`src/sv/u8tok_pkg.sv`:
```
// ----------------------------------------------------------------------------
// u8tok_pkg
// Shared types, constants and character functions of the UTF-8 word tokeniser.
// ----------------------------------------------------------------------------
package u8tok_pkg;

    localparam int MAX_RES     = 4;
    localparam int RES_IDX_W   = $clog2(MAX_RES);
    localparam int QUEUE_DEPTH = 4;

    localparam logic [20:0] CP_MAX     = 21'h10FFFF;
    localparam logic [20:0] SURR_LO    = 21'h00D800;
    localparam logic [20:0] SURR_HI    = 21'h00DFFF;
    localparam logic [20:0] MIN_CLS1   = 21'h000080;
    localparam logic [20:0] MIN_CLS2   = 21'h000800;
    localparam logic [20:0] MIN_CLS3   = 21'h010000;
    localparam logic [20:0] HYPHEN_U1  = 21'h002010;
    localparam logic [20:0] HYPHEN_U2  = 21'h002011;
    localparam logic [7:0]  HYPHEN_A   = 8'h2D;
    localparam logic [7:0]  END_BYTE   = 8'h00;

    localparam logic [1:0] CLS_NONE = 2'd0;
    localparam logic [1:0] CLS_TWO  = 2'd1;
    localparam logic [1:0] CLS_THREE = 2'd2;
    localparam logic [1:0] CLS_FOUR = 2'd3;

    typedef struct packed {
        logic [7:0] data;
        logic       is_end;
    } t_res;

    typedef struct packed {
        t_res [MAX_RES-1:0]   res;
        logic [RES_IDX_W-1:0] last_idx;
    } t_bundle;

    function automatic logic is_token(input logic [20:0] cp);
        logic r;
        r = (cp inside {[21'h30:21'h39], [21'h41:21'h5A], [21'h61:21'h7A],
                        [21'h400:21'h481], [21'h48A:21'h4FF]});
        return r;
    endfunction

    function automatic logic is_dash(input logic [20:0] cp);
        logic r;
        r = (cp == {13'd0, HYPHEN_A}) || (cp == HYPHEN_U1) || (cp == HYPHEN_U2);
        return r;
    endfunction

    // token codepoints all sit below 0x500
    function automatic logic [10:0] lower_cp(input logic [10:0] cp);
        logic        even;
        logic [10:0] r;
        even = ~cp[0];
        r    = cp;
        if (cp inside {[11'h41:11'h5A], [11'h410:11'h42F]}) begin
            r = cp + 11'h20;
        end else if (cp inside {[11'h400:11'h40F]}) begin
            r = cp + 11'h50;
        end else if (even && (cp inside {[11'h460:11'h481], [11'h48A:11'h4BF],
                                         [11'h4D0:11'h4F9]})) begin
            r = cp + 11'h1;
        end else if (!even && (cp inside {[11'h4C1:11'h4CE]})) begin
            r = cp + 11'h1;
        end else if (cp == 11'h4C0) begin
            r = 11'h4CF;
        end
        return r;
    endfunction

endpackage

```
`src/sv/utf8_word_tokenizer_lowercase.sv`:
```
// ----------------------------------------------------------------------------
// utf8_word_tokenizer_lowercase
// Strict UTF-8 decoder and word tokeniser with Latin/Cyrillic lowercasing.
// ----------------------------------------------------------------------------
//  channel  direction  handshake          payload
//  s_       in         s_tvalid/s_tready  s_tdata = in_byte, s_tlast = text_end
//  m_       out        m_tvalid/m_tready  m_tdata = token_byte,
//                                         m_tuser = token_end, m_tlast = last_of_run
//  cfg      in         i_cfg_valid/o_cfg_ready  i_cfg_data = keep_inner_hyphen
//
//  One input byte per cycle while s_tready is high; the decoder resolves each
//  byte in the cycle of its transfer, and a byte yields up to four results.
//  Queued results leave the output register one per cycle while m_tready is high.
//  s_tready drops only while the bundle queue (QueueDepth bundles) is full.
//  Reset is synchronous, active low; keep_inner_hyphen resets to 1.
// ----------------------------------------------------------------------------
module utf8_word_tokenizer_lowercase #(
    parameter int QueueDepth = u8tok_pkg::QUEUE_DEPTH
) (
    input  logic       i_clk,
    input  logic       i_rst_n,
    input  logic       s_tvalid,
    output logic       s_tready,
    input  logic [7:0] s_tdata,    // [7:0] in_byte
    input  logic       s_tlast,
    output logic       m_tvalid,
    input  logic       m_tready,
    output logic [7:0] m_tdata,    // [7:0] token_byte
    output logic       m_tuser,    // [0] token_end
    output logic       m_tlast,
    input  logic       i_cfg_valid,
    output logic       o_cfg_ready,
    input  logic       i_cfg_data
);

    logic               take;
    logic               push;
    logic               full;
    logic               q_valid;
    logic               pop;
    u8tok_pkg::t_bundle f_bundle;
    u8tok_pkg::t_bundle q_bundle;

    assign s_tready    = !full;
    assign take        = s_tvalid && s_tready;
    assign o_cfg_ready = 1'b1;

    u8tok_front u_front (
        .i_clk      (i_clk),
        .i_rst_n    (i_rst_n),
        .i_take     (take),
        .i_byte     (s_tdata),
        .i_text_end (s_tlast),
        .i_cfg_we   (i_cfg_valid),
        .i_cfg_data (i_cfg_data),
        .o_push     (push),
        .o_bundle   (f_bundle)
    );

    u8tok_queue #(
        .Depth (QueueDepth)
    ) u_queue (
        .i_clk    (i_clk),
        .i_rst_n  (i_rst_n),
        .i_push   (push),
        .i_bundle (f_bundle),
        .i_pop    (pop),
        .o_full   (full),
        .o_valid  (q_valid),
        .o_bundle (q_bundle)
    );

    u8tok_back u_back (
        .i_clk      (i_clk),
        .i_rst_n    (i_rst_n),
        .i_valid    (q_valid),
        .i_bundle   (q_bundle),
        .o_pop      (pop),
        .o_m_tvalid (m_tvalid),
        .i_m_tready (m_tready),
        .o_m_tdata  (m_tdata),
        .o_m_tuser  (m_tuser),
        .o_m_tlast  (m_tlast)
    );

endmodule

```
`src/sv/u8tok_front.sv`:
```
// ----------------------------------------------------------------------------
// u8tok_front
// Strict UTF-8 decoder and token classifier: one byte per transfer, giving a
// bundle of up to four results per byte.
// ----------------------------------------------------------------------------
module u8tok_front (
    input  logic                 i_clk,
    input  logic                 i_rst_n,
    input  logic                 i_take,
    input  logic [7:0]           i_byte,
    input  logic                 i_text_end,
    input  logic                 i_cfg_we,
    input  logic                 i_cfg_data,
    output logic                 o_push,
    output u8tok_pkg::t_bundle   o_bundle
);

    logic        r_keep;
    logic [1:0]  r_rem;
    logic [1:0]  r_cls;
    logic [20:0] r_acc;
    logic        r_tok_open;
    logic        r_hyp;

    logic [1:0]  n_rem;
    logic [1:0]  n_cls;
    logic [20:0] n_acc;
    logic        n_tok_open;
    logic        n_hyp;
    logic [2:0]  n_cnt;
    u8tok_pkg::t_res [u8tok_pkg::MAX_RES-1:0] n_res;

    always_comb begin
        logic        brk;
        logic        cp_ok;
        logic        cp_bad;
        logic [20:0] cp;
        logic [20:0] acc_sh;
        logic [20:0] minv;
        logic        tok;
        logic [10:0] lc;
        brk    = 1'b0;
        cp_ok  = 1'b0;
        cp_bad = 1'b0;
        cp     = '0;
        n_rem  = r_rem;
        n_cls  = r_cls;
        n_acc  = r_acc;
        acc_sh = {r_acc[14:0], i_byte[5:0]};
        case (r_cls)
            u8tok_pkg::CLS_TWO:   minv = u8tok_pkg::MIN_CLS1;
            u8tok_pkg::CLS_THREE: minv = u8tok_pkg::MIN_CLS2;
            default:              minv = u8tok_pkg::MIN_CLS3;
        endcase

        if (r_rem != 2'd0 && i_byte[7:6] == 2'b10) begin
            n_rem = r_rem - 2'd1;
            n_acc = acc_sh;
            if (n_rem == 2'd0) begin
                cp = acc_sh;
                if (acc_sh >= minv && acc_sh <= u8tok_pkg::CP_MAX &&
                    !(acc_sh >= u8tok_pkg::SURR_LO && acc_sh <= u8tok_pkg::SURR_HI)) begin
                    cp_ok = 1'b1;
                end else begin
                    cp_bad = 1'b1;
                end
                n_cls = u8tok_pkg::CLS_NONE;
                n_acc = '0;
            end
        end else begin
            brk   = (r_rem != 2'd0);
            n_rem = 2'd0;
            n_cls = u8tok_pkg::CLS_NONE;
            n_acc = '0;
            if (!i_byte[7]) begin
                cp_ok = 1'b1;
                cp    = {13'd0, i_byte};
            end else if (i_byte[7:5] == 3'b110) begin
                n_rem = 2'd1;
                n_cls = u8tok_pkg::CLS_TWO;
                n_acc = {16'd0, i_byte[4:0]};
            end else if (i_byte[7:4] == 4'b1110) begin
                n_rem = 2'd2;
                n_cls = u8tok_pkg::CLS_THREE;
                n_acc = {17'd0, i_byte[3:0]};
            end else if (i_byte[7:3] == 5'b11110) begin
                n_rem = 2'd3;
                n_cls = u8tok_pkg::CLS_FOUR;
                n_acc = {18'd0, i_byte[2:0]};
            end else begin
                cp_bad = 1'b1;
            end
        end

        tok        = u8tok_pkg::is_token(cp);
        lc         = u8tok_pkg::lower_cp(cp[10:0]);
        n_tok_open = r_tok_open;
        n_hyp      = r_hyp;
        n_cnt      = 3'd0;
        n_res      = '0;

        // broken sequence closes the token before the byte is reread as a lead
        if (brk) begin
            n_hyp = 1'b0;
            if (n_tok_open) begin
                n_res[n_cnt[1:0]] = '{data: u8tok_pkg::END_BYTE, is_end: 1'b1};
                n_cnt = n_cnt + 3'd1;
                n_tok_open = 1'b0;
            end
        end

        if (cp_bad) begin
            n_hyp = 1'b0;
            if (n_tok_open) begin
                n_res[n_cnt[1:0]] = '{data: u8tok_pkg::END_BYTE, is_end: 1'b1};
                n_cnt = n_cnt + 3'd1;
                n_tok_open = 1'b0;
            end
        end else if (cp_ok) begin
            if (n_hyp) begin
                n_hyp = 1'b0;
                if (tok) begin
                    n_res[n_cnt[1:0]] = '{data: u8tok_pkg::HYPHEN_A, is_end: 1'b0};
                    n_cnt = n_cnt + 3'd1;
                end else if (n_tok_open) begin
                    n_res[n_cnt[1:0]] = '{data: u8tok_pkg::END_BYTE, is_end: 1'b1};
                    n_cnt = n_cnt + 3'd1;
                    n_tok_open = 1'b0;
                end
            end
            if (u8tok_pkg::is_dash(cp) && r_keep) begin
                if (n_tok_open) begin
                    n_hyp = 1'b1;
                end
            end else if (!tok) begin
                n_hyp = 1'b0;
                if (n_tok_open) begin
                    n_res[n_cnt[1:0]] = '{data: u8tok_pkg::END_BYTE, is_end: 1'b1};
                    n_cnt = n_cnt + 3'd1;
                    n_tok_open = 1'b0;
                end
            end else begin
                if (lc < 11'h80) begin
                    n_res[n_cnt[1:0]] = '{data: lc[7:0], is_end: 1'b0};
                    n_cnt = n_cnt + 3'd1;
                end else begin
                    n_res[n_cnt[1:0]] = '{data: {3'b110, lc[10:6]}, is_end: 1'b0};
                    n_cnt = n_cnt + 3'd1;
                    n_res[n_cnt[1:0]] = '{data: {2'b10, lc[5:0]}, is_end: 1'b0};
                    n_cnt = n_cnt + 3'd1;
                end
                n_tok_open = 1'b1;
            end
        end

        // end of text: truncated sequence and open token both just close
        if (i_text_end) begin
            n_hyp = 1'b0;
            if (n_tok_open) begin
                n_res[n_cnt[1:0]] = '{data: u8tok_pkg::END_BYTE, is_end: 1'b1};
                n_cnt = n_cnt + 3'd1;
                n_tok_open = 1'b0;
            end
            n_rem = 2'd0;
            n_cls = u8tok_pkg::CLS_NONE;
            n_acc = '0;
        end
    end

    assign o_push            = i_take && (n_cnt != 3'd0);
    assign o_bundle.res      = n_res;
    assign o_bundle.last_idx = u8tok_pkg::RES_IDX_W'(n_cnt - 3'd1);

    always_ff @(posedge i_clk) begin
        if (!i_rst_n) begin
            r_keep     <= 1'b1;
            r_rem      <= 2'd0;
            r_cls      <= u8tok_pkg::CLS_NONE;
            r_acc      <= '0;
            r_tok_open <= 1'b0;
            r_hyp      <= 1'b0;
        end else begin
            if (i_cfg_we) begin
                r_keep <= i_cfg_data;
            end
            if (i_take) begin
                r_rem      <= n_rem;
                r_cls      <= n_cls;
                r_acc      <= n_acc;
                r_tok_open <= n_tok_open;
                r_hyp      <= n_hyp;
            end
        end
    end

endmodule

```
`src/sv/u8tok_queue.sv`:
```
// ----------------------------------------------------------------------------
// u8tok_queue
// Short queue of result bundles between the decoder and the serialiser.
// ----------------------------------------------------------------------------
module u8tok_queue #(
    parameter int Depth = u8tok_pkg::QUEUE_DEPTH
) (
    input  logic                 i_clk,
    input  logic                 i_rst_n,
    input  logic                 i_push,
    input  u8tok_pkg::t_bundle   i_bundle,
    input  logic                 i_pop,
    output logic                 o_full,
    output logic                 o_valid,
    output u8tok_pkg::t_bundle   o_bundle
);

    localparam int PtrW = $clog2(Depth);
    localparam int CntW = $clog2(Depth + 1);

    u8tok_pkg::t_bundle r_mem [Depth];
    logic [PtrW-1:0] r_wr_ptr;
    logic [PtrW-1:0] r_rd_ptr;
    logic [CntW-1:0] r_count;

    logic do_push;
    logic do_pop;

    assign o_full   = (r_count == CntW'(Depth));
    assign o_valid  = (r_count != '0);
    assign o_bundle = r_mem[r_rd_ptr];
    assign do_push  = i_push && !o_full;
    assign do_pop   = i_pop && o_valid;

    always_ff @(posedge i_clk) begin
        if (do_push) begin
            r_mem[r_wr_ptr] <= i_bundle;
        end
    end

    always_ff @(posedge i_clk) begin
        if (!i_rst_n) begin
            r_wr_ptr <= '0;
            r_rd_ptr <= '0;
            r_count  <= '0;
        end else begin
            if (do_push) begin
                r_wr_ptr <= (r_wr_ptr == PtrW'(Depth - 1)) ? '0 : r_wr_ptr + 1'b1;
            end
            if (do_pop) begin
                r_rd_ptr <= (r_rd_ptr == PtrW'(Depth - 1)) ? '0 : r_rd_ptr + 1'b1;
            end
            case ({do_push, do_pop})
                2'b10:   r_count <= r_count + 1'b1;
                2'b01:   r_count <= r_count - 1'b1;
                default: r_count <= r_count;
            endcase
        end
    end

endmodule

```
`src/sv/u8tok_back.sv`:
```
// ----------------------------------------------------------------------------
// u8tok_back
// Serialiser: walks the head bundle one result per transfer into the output
// register.
// ----------------------------------------------------------------------------
module u8tok_back (
    input  logic                 i_clk,
    input  logic                 i_rst_n,
    input  logic                 i_valid,
    input  u8tok_pkg::t_bundle   i_bundle,
    output logic                 o_pop,
    output logic                 o_m_tvalid,
    input  logic                 i_m_tready,
    output logic [7:0]           o_m_tdata,
    output logic                 o_m_tuser,
    output logic                 o_m_tlast
);

    logic [u8tok_pkg::RES_IDX_W-1:0] r_idx;
    logic                            r_valid;
    logic [7:0]                      r_data;
    logic                            r_end;
    logic                            r_last;

    logic load;
    logic at_last;

    assign load    = i_valid && (!r_valid || i_m_tready);
    assign at_last = (r_idx == i_bundle.last_idx);
    assign o_pop   = load && at_last;

    always_ff @(posedge i_clk) begin
        if (load) begin
            r_data <= i_bundle.res[r_idx].data;
            r_end  <= i_bundle.res[r_idx].is_end;
            r_last <= at_last;
        end
    end

    always_ff @(posedge i_clk) begin
        if (!i_rst_n) begin
            r_valid <= 1'b0;
            r_idx   <= '0;
        end else begin
            if (load) begin
                r_valid <= 1'b1;
                r_idx   <= at_last ? '0 : r_idx + 1'b1;
            end else if (i_m_tready) begin
                r_valid <= 1'b0;
            end
        end
    end

    assign o_m_tvalid = r_valid;
    assign o_m_tdata  = r_data;
    assign o_m_tuser  = r_end;
    assign o_m_tlast  = r_last;

endmodule

```
`config.mk`:
```
export PLATFORM = sky130hd
export DESIGN_NAME = utf8_word_tokenizer_lowercase
export DESIGN_NICKNAME = d
export VERILOG_FILES = /design/src/sv/u8tok_pkg.sv /design/src/sv/utf8_word_tokenizer_lowercase.sv /design/src/sv/u8tok_front.sv /design/src/sv/u8tok_queue.sv /design/src/sv/u8tok_back.sv
export SDC_FILE = /design/constraint.sdc
export NUM_CORES = 1
export LEC_CHECK = 0
export BUFFER_PORTS_ARGS = -buffer_cell sky130_fd_sc_hd__buf_2
export CAP_MARGIN = 20
export CORE_UTILIZATION = 60
export CTS_BUF_LIST = sky130_fd_sc_hd__clkbuf_16
export CTS_CLUSTER_SIZE = 40
export DETAILED_ROUTE_END_ITERATION = 10
export PLACE_DENSITY = 0.77
export SKIP_LAST_GASP = 1
export SLEW_MARGIN = 20
export SYNTH_ARGS = -nofsm -noshare
export SYNTH_HDL_FRONTEND = slang
export SYNTH_SLANG_ARGS = --single-unit
```
`constraint.sdc`:
```
create_clock -name i_clk -period 12.4 [get_ports i_clk]
set_input_delay 2.48 -clock i_clk [delete_from_list [all_inputs] [get_ports i_clk]]
set_output_delay 2.48 -clock i_clk [all_outputs]
set_load 0.05 [all_outputs]
```
==> qor_table.md <==
| Parameter | Reported |
|:---|:---|
| Result of the run | complete, no violations |
| Mean post-synth cell area | 12.5 sq um |
| Number of max-slew violations in the final report | 0 |
| Syn. warnings | 0 |
| Dpl hpwl | 16800 microns |
| Period minus WS final | 8620 ps |
| Signal arrival time at the worst endpoint | 8980 ps |
| Via Count | 7043 |
| Ratio of final minimum period to clock period | 0.695 |
| Number of flip-flops and latches in the synthesized netlist | 196 |
| Type of element launching the critical path | primary input |
| Worst-case vdd ir drop | 0.122 mV |
| Minimum hold slack | 491 ps |
| Class of the tightest hold or removal check | reg -> reg |
| Max-cap violations | 0 |
| Maximum number of pins on one net before global-route repair | 39 |
| First-pass GRT wire length | 39900 microns |
| Total number of clock tree sinks | 196 |
| Horizontal extent of the die | 132 microns |
| Final Hold Violating Endpoints | 0 |
| Crit Path Category | in -> reg |
| Detail-routed net length per standard cell | 24.4 microns |
| Sw Share | 0.256 |
| Final-layout setup total negative slack | 0 ps |
| First DRT Iteration DRCs | 581 |
| Share of synthesized registers carrying an async set or reset | 0 |
| Number of distinct library cells after synthesis | 76 |
| Destination of the worst hold path | u_front.r_cls[1]$_SDFFE_PN0P_ |
| Final Net Count | 863 |
| Vertical extent of the die | 132 microns |
| Worst reg2reg path endpoint | u_queue.r_count[2]$_SDFFE_PN0P_ |
| DP Area | 0.0103 sq mm |
| Finished Layout Cells | 1048 |
| Most frequent CP cell | sky130_fd_sc_hd__ha_1 |
| First drt pass iteration count | 5 |
| CP peak stage delay | 570 ps |
| Post-route clock skew | 11.5 ps |
| Sequential area share after synthesis | 0.551 |
| Finished layout cell area | 0.0109 sq mm |
| Overflow after GRT | 0 |
| Maximum achievable frequency | 116 MHz |
| I/O pin total | 28 |
| Standard-cell row count | 47 |
| Number of enable-type register cells in the synthesized netlist | 162 |
| Clock slew seen by the registers of the worst setup and hold paths | 70 ps |
| Die Footprint | 0.0173 sq mm |
| Relative slew margins | 0.275 |
| Area added between synthesis and finish | 8.57% |
| R2R Setup Slk | 5150 ps |
| Gp weighted congestion | 0.898 |
| Number of antenna violations at the first check in global routing | 0 |
| Detailed-route DRC error count | 0 |
| Area of the placeable core | 0.0165 sq mm |
| Post-cts gate resize count | 0 |
| Logic depth of the worst register-to-register path | 29 |
| Setup repair bufs after CTS | 0 |
| Number of failing setup endpoints in the final timing report | 0 |
| Highest net fanout along the worst path | 13 |
| Leakage component of the power | 3.63 nW |
| Via density per instance | 6.72 |
| Worst hold path stage count | 2 |
| Launching point of the worst reg2reg path | u_front.r_rem[0]$_SDFFE_PN0P_ |
| Number of diodes added for antenna fixing | 0 |
| Unrepaired setup endpoints after global routing | no |
| Endpoint required time on the critical path | 12770 ps |
| Slowest-stage cell, CP | sky130_fd_sc_hd__or3b_1 |
| H-Tree Level Count | 4 |
| Synth Cell Area | 0.0101 sq mm |
| Top_reg_cell synth | sky130_fd_sc_hd__edfxtp_1 |
| Slew at the pin with the worst max-slew slack | 1090 ps |
| Share of final-layout standard cells stronger than drive strength 1 | 0.158 |
| Master cell of the clock root buffer | sky130_fd_sc_hd__clkbuf_16 |
| Initial core utilization | 0.612 |
| Count of input and output buffers | 26 |
| PnR Total Power | 1.44 mW |
| Cts-stage hold buffer count | 0 |
| Hold Crit Start | u_front.r_cls[1]$_SDFFE_PN0P_ |
| Part of the total power dissipated in sequential elements | 0.516 |
| Sort of element at the end of the critical path | flip-flop |
| Post-Synthesis Cells | 808 |
| Total internal power | 1.07 mW |
| Vias in the first global route | 6866 |
| Max Root-Sink Buffers | 2 |
| Number of nets with antenna violations after routing | 0 |
| NetSw | 369 uW |
| Total CTS buffers | 17 |
| Power Density | 132 mW/mm^2 |
| Comb pwr share | 0.106 |
| Clock latency on the worst-skew pair | 440 ps |
| Global-route usage over all layers | 0.307 |
| Power share of the clock group | 0.379 |
| Total wirelength of the detailed-routed design | 25600 microns |
| Clock tree from TritonCTS | yes |
| Number of cells after detailed placement | 1016 |
worst max-delay path by stage:
stage	endpoint	start	slack [ps]
detailed placement	u_queue.r_count[2]$_SDFFE_PN0P_	s_tdata[6]	3450
finish	u_queue.r_count[2]$_SDFFE_PN0P_	s_tdata[6]	3790
CTS	u_queue.r_count[2]$_SDFFE_PN0P_	s_tdata[6]	3890
floorplan	u_queue.r_mem[0][0]$_DFFE_PP_	s_tdata[6]	4510
global placement	u_queue.r_count[2]$_SDFFE_PN0P_	s_tdata[6]	3760
global route	u_queue.r_count[2]$_SDFFE_PN0P_	s_tdata[6]	3250
cell usage after synthesis (all sizes together), types with 8 or more instances:
| cell | number | area share |
|---|---|---|
| inv | 31 | 0.012 |
| clkbuf | 34 | 0.013 |
| a22oi | 21 | 0.016 |
| dfxtp | 34 | 0.068 |
| o22ai | 12 | 0.0075 |
| buf | 11 | 0.0053 |
| mux4 | 47 | 0.11 |
| ha | 32 | 0.040 |
| nor2 | 50 | 0.019 |
| nand2 | 83 | 0.031 |
| o21a | 11 | 0.0082 |
| and2 | 14 | 0.0087 |
| nand3 | 24 | 0.012 |
| edfxtp | 162 | 0.48 |
| nor4 | 8 | 0.0050 |
| nor3 | 17 | 0.0094 |
| o21ai | 27 | 0.013 |
| a211oi | 10 | 0.010 |
| a21boi | 8 | 0.0060 |
| nor2b | 22 | 0.014 |
| a21oi | 33 | 0.018 |
layout make-up:
cell class,instances,area [sq um]
Inverter,31,116
Fill cell,1213,5530
Clock buffer,17,425
Sequential cell,196,5550
Tap cell,220,275
Timing Repair Buffer,30,160
Multi-Input combinational cell,539,4250
Clock inverter,15,166
sequential cells by signal, summed over array words and instances, names as in the netlist, named ones only:
signal	flops
u_queue.r_mem	152
u_front.r_acc	15
u_back.o_m_tdata	8
u_queue.r_count	3
u_back.r_idx	2
u_front.r_cls	2
u_front.r_rem	2
u_queue.r_rd_ptr	2
u_queue.r_wr_ptr	2
u_back.o_m_tlast	1
u_back.o_m_tuser	1
u_back.o_m_tvalid	1
u_front.r_hyp	1
u_front.r_keep	1
u_front.r_tok_open	1
cell families after synthesis:
family,after synthesis,synth area share
AND/OR/NAND/NOR,268,0.135
adder cells (fa/ha/maj),33,0.0417
XOR/XNOR,8,0.00696
AO/OA/AOI/OAI,169,0.121
flip-flops,196,0.551
multiplexers,56,0.114
buffers and inverters,76,0.0296
other,2,0.000746
power groups by stage:
stage	Sequential, mW	Combinational (mW)	Clock [mW]
4_1_cts	0.744	0.152	0.552
3_3_place_gp	0.756	0.145	0
5_1_grt	0.746	0.162	0.575
2_1_floorplan	0.770	0.0960	0
6_report	0.744	0.152	0.546
3_5_place_dp	0.758	0.149	0
critical path: cells and delay by family:
| family | cells | cell delay [ps] |
|---|---|---|
| AOI/OAI and AO/OA | 8 | 1850 |
| buffers and inverters | 4 | 370 |
| muxes | 1 | 140 |
| and+or+nand+nor | 8 | 2200 |
| adders and majority gates | 6 | 1760 |
| xor gates and xnor gates | 1 | 160 |
routing by layer:
| layer | part of all wire | up-vias | GRT usage |
|---|---|---|---|
| met4 | 0.021 | 0 | 0.0924 |
| met3 | 0.061 | 52 | 0.0428 |
| li1 | - | 3121 | - |
| met1 | 0.39 | 3532 | 0.390 |
| met2 | 0.53 | 338 | 0.545 |
| met5 | 0 | - | 0 |
placed cells by master, fill, tap and decap left out, types with 5 or more instances in the layout:
cell type                   synthesis  layout
sky130_fd_sc_hd__nor2b_1           22      22
sky130_fd_sc_hd__edfxtp_1         162     162
sky130_fd_sc_hd__nor4b_1            5       5
sky130_fd_sc_hd__a21oi_1           30      30
sky130_fd_sc_hd__o22ai_1           12      12
sky130_fd_sc_hd__nand2b_1           6       6
sky130_fd_sc_hd__conb_1             2       5
sky130_fd_sc_hd__a211oi_1           7       7
sky130_fd_sc_hd__buf_2              4      26
sky130_fd_sc_hd__inv_1             31      31
sky130_fd_sc_hd__a21boi_0           7       7
sky130_fd_sc_hd__o21a_1            11      11
sky130_fd_sc_hd__nand4_1            6       6
sky130_fd_sc_hd__or4_1              6       6
sky130_fd_sc_hd__nor2_1            50      50
sky130_fd_sc_hd__nand3_1           24      24
sky130_fd_sc_hd__and2_1            14      10
sky130_fd_sc_hd__ha_1              32      32
sky130_fd_sc_hd__o21ai_0           23      23
sky130_fd_sc_hd__nor4_1             8       8
sky130_fd_sc_hd__nand4b_1           5       5
sky130_fd_sc_hd__xor2_1             5       5
sky130_fd_sc_hd__nor3_1            15      15
sky130_fd_sc_hd__mux2i_1            7       7
sky130_fd_sc_hd__a22oi_1           21      21
sky130_fd_sc_hd__nand2_1           83      83
sky130_fd_sc_hd__clkbuf_16          0      17
sky130_fd_sc_hd__dfxtp_1           34      33
sky130_fd_sc_hd__a32oi_1            6       6
sky130_fd_sc_hd__mux4_2            47      47
sky130_fd_sc_hd__or3_1              5       5
through the flow:
stage,setup slack (ps),utilization
2_1_floorplan,4510,-
3_3_place_gp,3760,0.628
3_5_place_dp,3450,0.628
4_1_cts,3890,0.664
5_1_grt,3250,0.664
6_report,3790,0.664
No activity file was read; power rests on OpenSTA's default activity.
